[config.mk]
export PLATFORM = sky130hd
export DESIGN_NAME = decimal_field_formatter_unit
export DESIGN_NICKNAME = d
export VERILOG_FILES = /design/src/design/dff_pkg.sv /design/src/design/decimal_field_formatter_unit.sv
export SDC_FILE = /design/constraint.sdc
export NUM_CORES = 1
export LEC_CHECK = 0
export BUFFER_PORTS_ARGS = -buffer_cell sky130_fd_sc_hd__buf_2
export CAP_MARGIN = 20
export CORE_UTILIZATION = 45
export CTS_BUF_LIST = sky130_fd_sc_hd__clkbuf_16
export DETAILED_ROUTE_END_ITERATION = 8
export GPL_TIMING_DRIVEN = 0
export HOLD_SLACK_MARGIN = 0.1
export PLACE_DENSITY = 0.69
export SLEW_MARGIN = 5
export SYNTH_ARGS = -nofsm -noshare
export SYNTH_HDL_FRONTEND = slang
export SYNTH_SLANG_ARGS = --single-unit
[constraint.sdc]
create_clock -name clk -period 7.78 [get_ports clk]
set_input_delay 0.389 -clock clk [delete_from_list [all_inputs] [get_ports clk]]
set_output_delay 0.389 -clock clk [all_outputs]
set_load 0.05 [all_outputs]
[src/design/dff_pkg.sv]
// Shared constants, types and the BCD conversion step for the decimal field formatter.
`timescale 1ns / 1ps

package dff_pkg;

  localparam int MAX_FIELD_WIDTH_DEF = 16;
  localparam int NUM_DIGITS          = 10;
  localparam int BCD_W               = 4 * NUM_DIGITS;
  localparam int BIN_W               = 32;
  localparam int BITS_PER_STAGE      = 8;
  localparam int CONV_STAGES         = BIN_W / BITS_PER_STAGE;

  localparam logic OP_EDIT    = 1'b0;
  localparam logic OP_PICTURE = 1'b1;

  localparam logic [7:0] CH_BLANK = 8'h20;
  localparam logic [7:0] CH_MINUS = 8'h2D;
  localparam logic [7:0] CH_ZERO  = 8'h30;

  typedef logic [BCD_W-1:0] bcd_t;
  typedef logic [BCD_W+BIN_W-1:0] dabble_t;

  // Eight shift-and-add-3 steps of the double dabble conversion.
  function automatic dabble_t dabble8(input dabble_t acc);
    dabble_t r;
    r = acc;
    for (int k = 0; k < BITS_PER_STAGE; k++) begin
      for (int d = 0; d < NUM_DIGITS; d++) begin
        if (r[BIN_W+4*d +: 4] >= 4'd5) begin
          r[BIN_W+4*d +: 4] = r[BIN_W+4*d +: 4] + 4'd3;
        end
      end
      r = r << 1;
    end
    return r;
  endfunction

  // Decimal digit at a position counted from the right; zero beyond the tenth.
  function automatic logic [3:0] digit_at(input bcd_t bcd, input logic [3:0] idx);
    logic [3:0] d;
    case (idx)
      4'd0:    d = bcd[3:0];
      4'd1:    d = bcd[7:4];
      4'd2:    d = bcd[11:8];
      4'd3:    d = bcd[15:12];
      4'd4:    d = bcd[19:16];
      4'd5:    d = bcd[23:20];
      4'd6:    d = bcd[27:24];
      4'd7:    d = bcd[31:28];
      4'd8:    d = bcd[35:32];
      4'd9:    d = bcd[39:36];
      default: d = 4'd0;
    endcase
    return d;
  endfunction

endpackage

[src/design/decimal_field_formatter_unit.sv]
// Top level of the decimal field formatter: binary to fixed-width ASCII decimal field.
`timescale 1ns / 1ps

// Each request carries a signed 32-bit value, a field width and a mode, and
// produces one ASCII character per cycle on the output when it is not stalled,
// leftmost first, with last set on the final one. Edit mode right-justifies
// the signed decimal text with blanks and keeps its leftmost characters when
// it is too long; picture mode zero-pads the magnitude and keeps its rightmost
// digits. Widths above MAX_FIELD_WIDTH saturate, and a request of width zero
// is taken and produces nothing. Requests flow through an input register, four
// double dabble stages of eight bits each, a digit count stage, a character
// sequencer and an output register. The sequencer emits one character per
// cycle unless the output stalls, w characters for a request of width w, and
// new requests keep entering the pipeline meanwhile.
module decimal_field_formatter_unit
  import dff_pkg::*;
#(
  parameter int MAX_FIELD_WIDTH = MAX_FIELD_WIDTH_DEF
) (
  input  logic             clk,
  input  logic             rst,
  input  logic             in_valid,
  output logic             in_stall,
  input  logic             op,
  input  logic signed [31:0] value,
  input  logic [4:0]       width,
  output logic             out_valid,
  input  logic             out_stall,
  output logic [7:0]       char_out,
  output logic             last
);

  localparam int WW = $clog2(MAX_FIELD_WIDTH + 1);
  localparam int LW = 4;

  // Input stage.
  logic            a_valid;
  logic            a_op;
  logic            a_neg;
  logic [BIN_W-1:0] a_mag;
  logic [WW-1:0]   a_w;

  // Conversion stages.
  logic [CONV_STAGES-1:0] dd_valid;
  logic            dd_op    [CONV_STAGES];
  logic            dd_neg   [CONV_STAGES];
  logic [WW-1:0]   dd_w     [CONV_STAGES];
  dabble_t         dd_acc   [CONV_STAGES];

  // Digit count stage.
  logic            c_valid;
  logic            c_op;
  logic            c_neg;
  bcd_t            c_bcd;
  logic [LW-1:0]   c_nd;
  logic [WW-1:0]   c_q;
  logic [WW-1:0]   c_w;

  // Character sequencer.
  logic            e_busy;
  logic            e_op;
  logic            e_neg;
  bcd_t            e_bcd;
  logic [LW-1:0]   e_nd;
  logic [WW-1:0]   e_q;
  logic [WW-1:0]   e_rem;

  logic                   out_ready;
  logic                   e_fire;
  logic                   e_ready;
  logic                   c_ready;
  logic [CONV_STAGES-1:0] dd_ready;
  logic                   a_ready;

  logic [LW-1:0] nd_next;
  logic [LW-1:0] len_next;
  logic [WW-1:0] q_next;
  bcd_t          tail_bcd;
  logic [7:0]    ch_next;
  logic [3:0]    e_digit;

  // Backpressure chain, from the output back to the input.
  assign out_ready = !out_valid || !out_stall;
  assign e_fire    = e_busy && out_ready;
  assign e_ready   = !e_busy || (e_fire && (e_rem == WW'(1)));
  assign c_ready   = !c_valid || e_ready;

  always_comb begin
    dd_ready[CONV_STAGES-1] = !dd_valid[CONV_STAGES-1] || c_ready;
    for (int k = CONV_STAGES - 2; k >= 0; k--) begin
      dd_ready[k] = !dd_valid[k] || dd_ready[k+1];
    end
  end

  assign a_ready  = !a_valid || dd_ready[0];
  assign in_stall = !a_ready;

  always_ff @(posedge clk) begin
    if (rst) begin
      a_valid <= 1'b0;
    end else if (a_ready) begin
      // A request of width zero is taken but produces no characters.
      a_valid <= in_valid && (width != 5'd0);
    end
    if (a_ready) begin
      a_op  <= op;
      a_neg <= value[31];
      a_mag <= value[31] ? (~value + 32'd1) : value;
      a_w   <= (width > 5'(MAX_FIELD_WIDTH)) ? WW'(MAX_FIELD_WIDTH) : WW'(width);
    end
  end

  always_ff @(posedge clk) begin
    if (rst) begin
      dd_valid <= '0;
    end else begin
      if (dd_ready[0]) begin
        dd_valid[0] <= a_valid;
      end
      for (int k = 1; k < CONV_STAGES; k++) begin
        if (dd_ready[k]) begin
          dd_valid[k] <= dd_valid[k-1];
        end
      end
    end
    if (dd_ready[0]) begin
      dd_op[0]  <= a_op;
      dd_neg[0] <= a_neg;
      dd_w[0]   <= a_w;
      dd_acc[0] <= dabble8({{BCD_W{1'b0}}, a_mag});
    end
    for (int k = 1; k < CONV_STAGES; k++) begin
      if (dd_ready[k]) begin
        dd_op[k]  <= dd_op[k-1];
        dd_neg[k] <= dd_neg[k-1];
        dd_w[k]   <= dd_w[k-1];
        dd_acc[k] <= dabble8(dd_acc[k-1]);
      end
    end
  end

  // Significant digit count, text length and the starting position of the
  // character sequence, counted from the right of the digit string.
  always_comb begin
    tail_bcd = dd_acc[CONV_STAGES-1][BIN_W +: BCD_W];
    nd_next  = LW'(1);
    for (int d = 1; d < NUM_DIGITS; d++) begin
      if (tail_bcd[4*d +: 4] != 4'd0) begin
        nd_next = LW'(d + 1);
      end
    end
    len_next = nd_next + LW'(dd_neg[CONV_STAGES-1]);
    if ((dd_op[CONV_STAGES-1] == OP_EDIT) &&
        (WW'(len_next) > dd_w[CONV_STAGES-1])) begin
      q_next = WW'(len_next) - WW'(1);
    end else begin
      q_next = dd_w[CONV_STAGES-1] - WW'(1);
    end
  end

  always_ff @(posedge clk) begin
    if (rst) begin
      c_valid <= 1'b0;
    end else if (c_ready) begin
      c_valid <= dd_valid[CONV_STAGES-1];
    end
    if (c_ready) begin
      c_op  <= dd_op[CONV_STAGES-1];
      c_neg <= dd_neg[CONV_STAGES-1];
      c_bcd <= tail_bcd;
      c_nd  <= nd_next;
      c_q   <= q_next;
      c_w   <= dd_w[CONV_STAGES-1];
    end
  end

  always_ff @(posedge clk) begin
    if (rst) begin
      e_busy <= 1'b0;
    end else if (e_ready) begin
      e_busy <= c_valid;
    end
    if (e_ready) begin
      e_op  <= c_op;
      e_neg <= c_neg;
      e_bcd <= c_bcd;
      e_nd  <= c_nd;
      e_q   <= c_q;
      e_rem <= c_w;
    end else if (e_fire) begin
      e_q   <= e_q - WW'(1);
      e_rem <= e_rem - WW'(1);
    end
  end

  // Character at the current position.
  assign e_digit = digit_at(e_bcd, e_q[3:0]);

  always_comb begin
    if (e_op == OP_PICTURE) begin
      if (e_q < WW'(NUM_DIGITS)) begin
        ch_next = CH_ZERO + {4'd0, e_digit};
      end else begin
        ch_next = CH_ZERO;
      end
    end else begin
      if (e_q < WW'(e_nd)) begin
        ch_next = CH_ZERO + {4'd0, e_digit};
      end else if (e_neg && (e_q == WW'(e_nd))) begin
        ch_next = CH_MINUS;
      end else begin
        ch_next = CH_BLANK;
      end
    end
  end

  always_ff @(posedge clk) begin
    if (rst) begin
      out_valid <= 1'b0;
    end else if (out_ready) begin
      out_valid <= e_busy;
    end
    if (e_fire) begin
      char_out <= ch_next;
      last     <= (e_rem == WW'(1));
    end
  end

endmodule
==> run_results.csv <==
group,metric,value,unit
outcome,outcome,"finished, final reports clean",
global_routing,antenna_found_initial,0,
timing,whs,135.2,ps
floorplan,start_util,45.75,%
setup_path,slowest_stage,"or4_1",
synth,synth_cell_type_count,140,
setup_path,required,8140,ps
synth,seq_area_frac_synth,33.03,%
cts,cts_buffers,38,
min_path,worstHoldPathType,"in2reg",
setup_path,startpoint_type,"register",
detailed_routing,route.detailed.drc,0,
timing,fin_crit,7244,ps
place,gp_congestion,0.8517,
detailed_routing,vias,25700,
finish,layout_commonest_cell,"edfxtp_1",
setup_path,critPathMaxStageDelay,530,ps
run,drv_cap,0,
cts,cts_max_path_buffers,3,
floorplan,io-pin-count,53,
detailed_routing,drt-initial-drc-count,1438,
setup_path,worstPathMaxFanout,10,
timing,setup_viol,0,
timing,slew_viol_final,0,
cts,clock_latency,560,ps
setup_path,r2r_setup_slack,540,ps
global_routing,grt_usage,17.01,%
setup_path,startpoint,"dd_acc[1][32]",
floorplan,dieArea,69810,um^2
setup_path,reg2reg_depth,36,
timing,fin_crit_sh,93.12,%
synth,ys_async_sr_fraction,0,%
detailed_routing,routedWlPerCell,13.53,um
detailed_routing,wl_met2,29140,um
detailed_routing,topRoutingLayerUsed,"met4",
setup_path,crit_top_cell,"ha_1",
finish,diodes,0,
finish,area_growth_syn_to_layout,9.883,%
timing,slew_headroom,30.15,%
synth,yosysWarnings,0,
cts,htree_levels,2,
setup_path,crit_end,"dd_acc[2][40]",
detailed_routing,met1_length,29270,um
floorplan,rows,95,
synth,synth_edf_count,335,
finish,finalNetCount,3808,
synth,ys_ff_latch,343,
floorplan,die_h,264.2,um
global_routing,first_global_vias,23208,
detailed_routing,vias_per_cell,5.706,
timing,fmax,138.0,MHz
synth,synth_cells,3488,
detailed_routing,drtPass1Iterations,5,
detailed_routing,dr_wl_met3,1524,um
place,hpwl,45700,um
place,port_buffers,48,
detailed_routing,drt-total-wl,60940,um
timing,fin_skew,13.19,ps
finish,final_cell_mix,"edfxtp_1 (335), nor2_1 (275), nand2_1 (273)",
cts,cts_sinks,343,
global_routing,grt_overflow,0,
synth,syn_area_per_cell,8.871,um^2
cts,cts_tree,"yes",
global_routing,grt_max_degree,40,
cts,clockRootBuffer,"clkbuf_16",
detailed_routing,drtAntennaViolNets,0,
timing,tightest_slew,1040,ps
floorplan,coreArea,67630,um^2
global_routing,grt_pass1_wl,104500,um
setup_path,end_kind,"register",
setup_path,r2r-start,"dd_acc[1][32]",
synth,mappedNetlistArea,30940,um^2
setup_path,crit_type,"reg2reg",
floorplan,die_w,264.2,um
timing,hold_violations,0,
cts,clk_transition_reported_paths,60,ps
synth,synth_ff_type,"edfxtp_1",
setup_path,critPathArrivalTime,7610,ps
setup_path,reg2reg_to,"dd_acc[2][40]",
finish,drive_gt1_share,11.21,%
[routing by layer]
metal	vias to the layer above	track usage, %
met5	-	0
met1	11899	22.38
met4	0	4.038
met2	299	29.67
met3	69	1.957
li1	13433	-
[sequential cells by signal, indices dropped and copies added, names as in the netlist, 4 cells and up]
name,count
dd_acc,150
c_bcd,40
e_bcd,40
a_mag,32
dd_w,20
a_w,5
c_q,5
c_w,5
char_out,5
e_q,5
e_rem,5
c_nd,4
dd_neg,4
dd_op,4
dd_valid,4
e_nd,4
[worst min-delay path by stage]
| stage | startpoint | to | slack [ps] | cells past startpoint |
|---|---|---|---|---|
| after detailed placement | a_mag[17] | dd_acc[0][17] | 400 | 0 |
| after global routing | value[4] | a_mag[4] | 110 | 2 |
| final | value[4] | a_mag[4] | 140 | 2 |
| after global placement | dd_acc[0][10] | dd_acc[1][18] | 400 | 0 |
| after CTS | value[4] | a_mag[4] | 100 | 2 |
| after floorplan | dd_acc[3][24] | c_bcd[0] | 400 | 0 |
[cell families after synthesis]
kind of cell	Yosys count	share of synthesized area (%)
buffers and inverters	352	4.448
adders and majority gates	170	6.818
and+or+nand+nor	1112	17.85
AOI/OAI and AO/OA	1197	27.39
other	2	0.02427
muxes	147	5.148
xor gates and xnor gates	165	5.293
DFF	343	33.03
[Yosys cell counts, types with 16 or more instances]
| master | instances | share of area [%] |
|---|---|---|
| nand2b_1 | 68 | 1.4 |
| mux2_2 | 46 | 1.7 |
| nor3_1 | 100 | 1.6 |
| clkbuf_1 | 78 | 0.95 |
| xor2_1 | 36 | 1.0 |
| o32ai_1 | 16 | 0.45 |
| a21oi_1 | 269 | 4.4 |
| nor2b_1 | 51 | 1.0 |
| or3_1 | 26 | 0.53 |
| nand4_1 | 16 | 0.32 |
| edfxtp_1 | 335 | 33 |
| o21a_1 | 48 | 1.2 |
| o31ai_1 | 28 | 0.68 |
| mux2i_1 | 91 | 2.9 |
| o21bai_1 | 21 | 0.51 |
| nand3_1 | 89 | 1.4 |
| o21ai_1 | 40 | 0.65 |
| o21ai_0 | 219 | 3.5 |
| a31oi_1 | 36 | 0.73 |
| or2_2 | 24 | 0.49 |
| a21o_1 | 41 | 0.99 |
| a22oi_1 | 30 | 0.73 |
| o211ai_1 | 53 | 1.3 |
| and3_1 | 32 | 0.65 |
| o22ai_1 | 32 | 0.65 |
| nor2_1 | 276 | 3.3 |
| and2_1 | 51 | 1.0 |
| buf_2 | 21 | 0.34 |
| ha_1 | 162 | 6.6 |
| inv_1 | 234 | 2.8 |
| nand2_1 | 275 | 3.3 |
| o211a_1 | 19 | 0.61 |
| xnor2_1 | 112 | 3.2 |
| a211oi_1 | 61 | 1.5 |
[through the flow]
stage                     cell area [um^2]  TNS, ps  util [%]  cells  setup slack (ps)
after global placement               32280   -912.1     47.72   4410            -204.5
after global routing                 34000   -14.27     50.27   4504            -11.71
final                                34000        0     50.27   4504             535.6
after detailed placement             32440    -1494     47.96   4418            -284.8
after CTS                            33700        0     49.82   4489             18.23
after floorplan                      30940        0         -   3489             895.2
[worst max-delay path, delay by kind of cell, from the launching register on]
kind | cells | cell delay (ps)
AOI/OAI and AO/OA | 14 | 2910
xor gates and xnor gates | 2 | 470
adders and majority gates | 5 | 1110
buffers and inverters | 8 | 960
DFF | 1 | 420
and+or+nand+nor | 7 | 1150
[final cells by class]
type | count | area (um^2)
Clock buffer | 38 | 950.9
Inverter | 244 | 915.9
Timing Repair Buffer | 76 | 551.8
Fill cell | 6224 | 33630
Clock inverter | 29 | 252.7
Multi-Input combinational cell | 2794 | 19550
Sequential cell | 343 | 10220
Buffer | 107 | 462.9
Tap cell | 873 | 1092
[repair_timing]
action	CTS	global route
endpoints found under the setup margin	8	32
hold buffers	4	0
buffers inserted	0	15
endpoints found under the hold margin	4	0
pin swaps	0	5
gates resized for setup	3	42
Power is not shown: default switching activity piles up to over one toggle a cycle in this logic, so the estimate is an artifact.
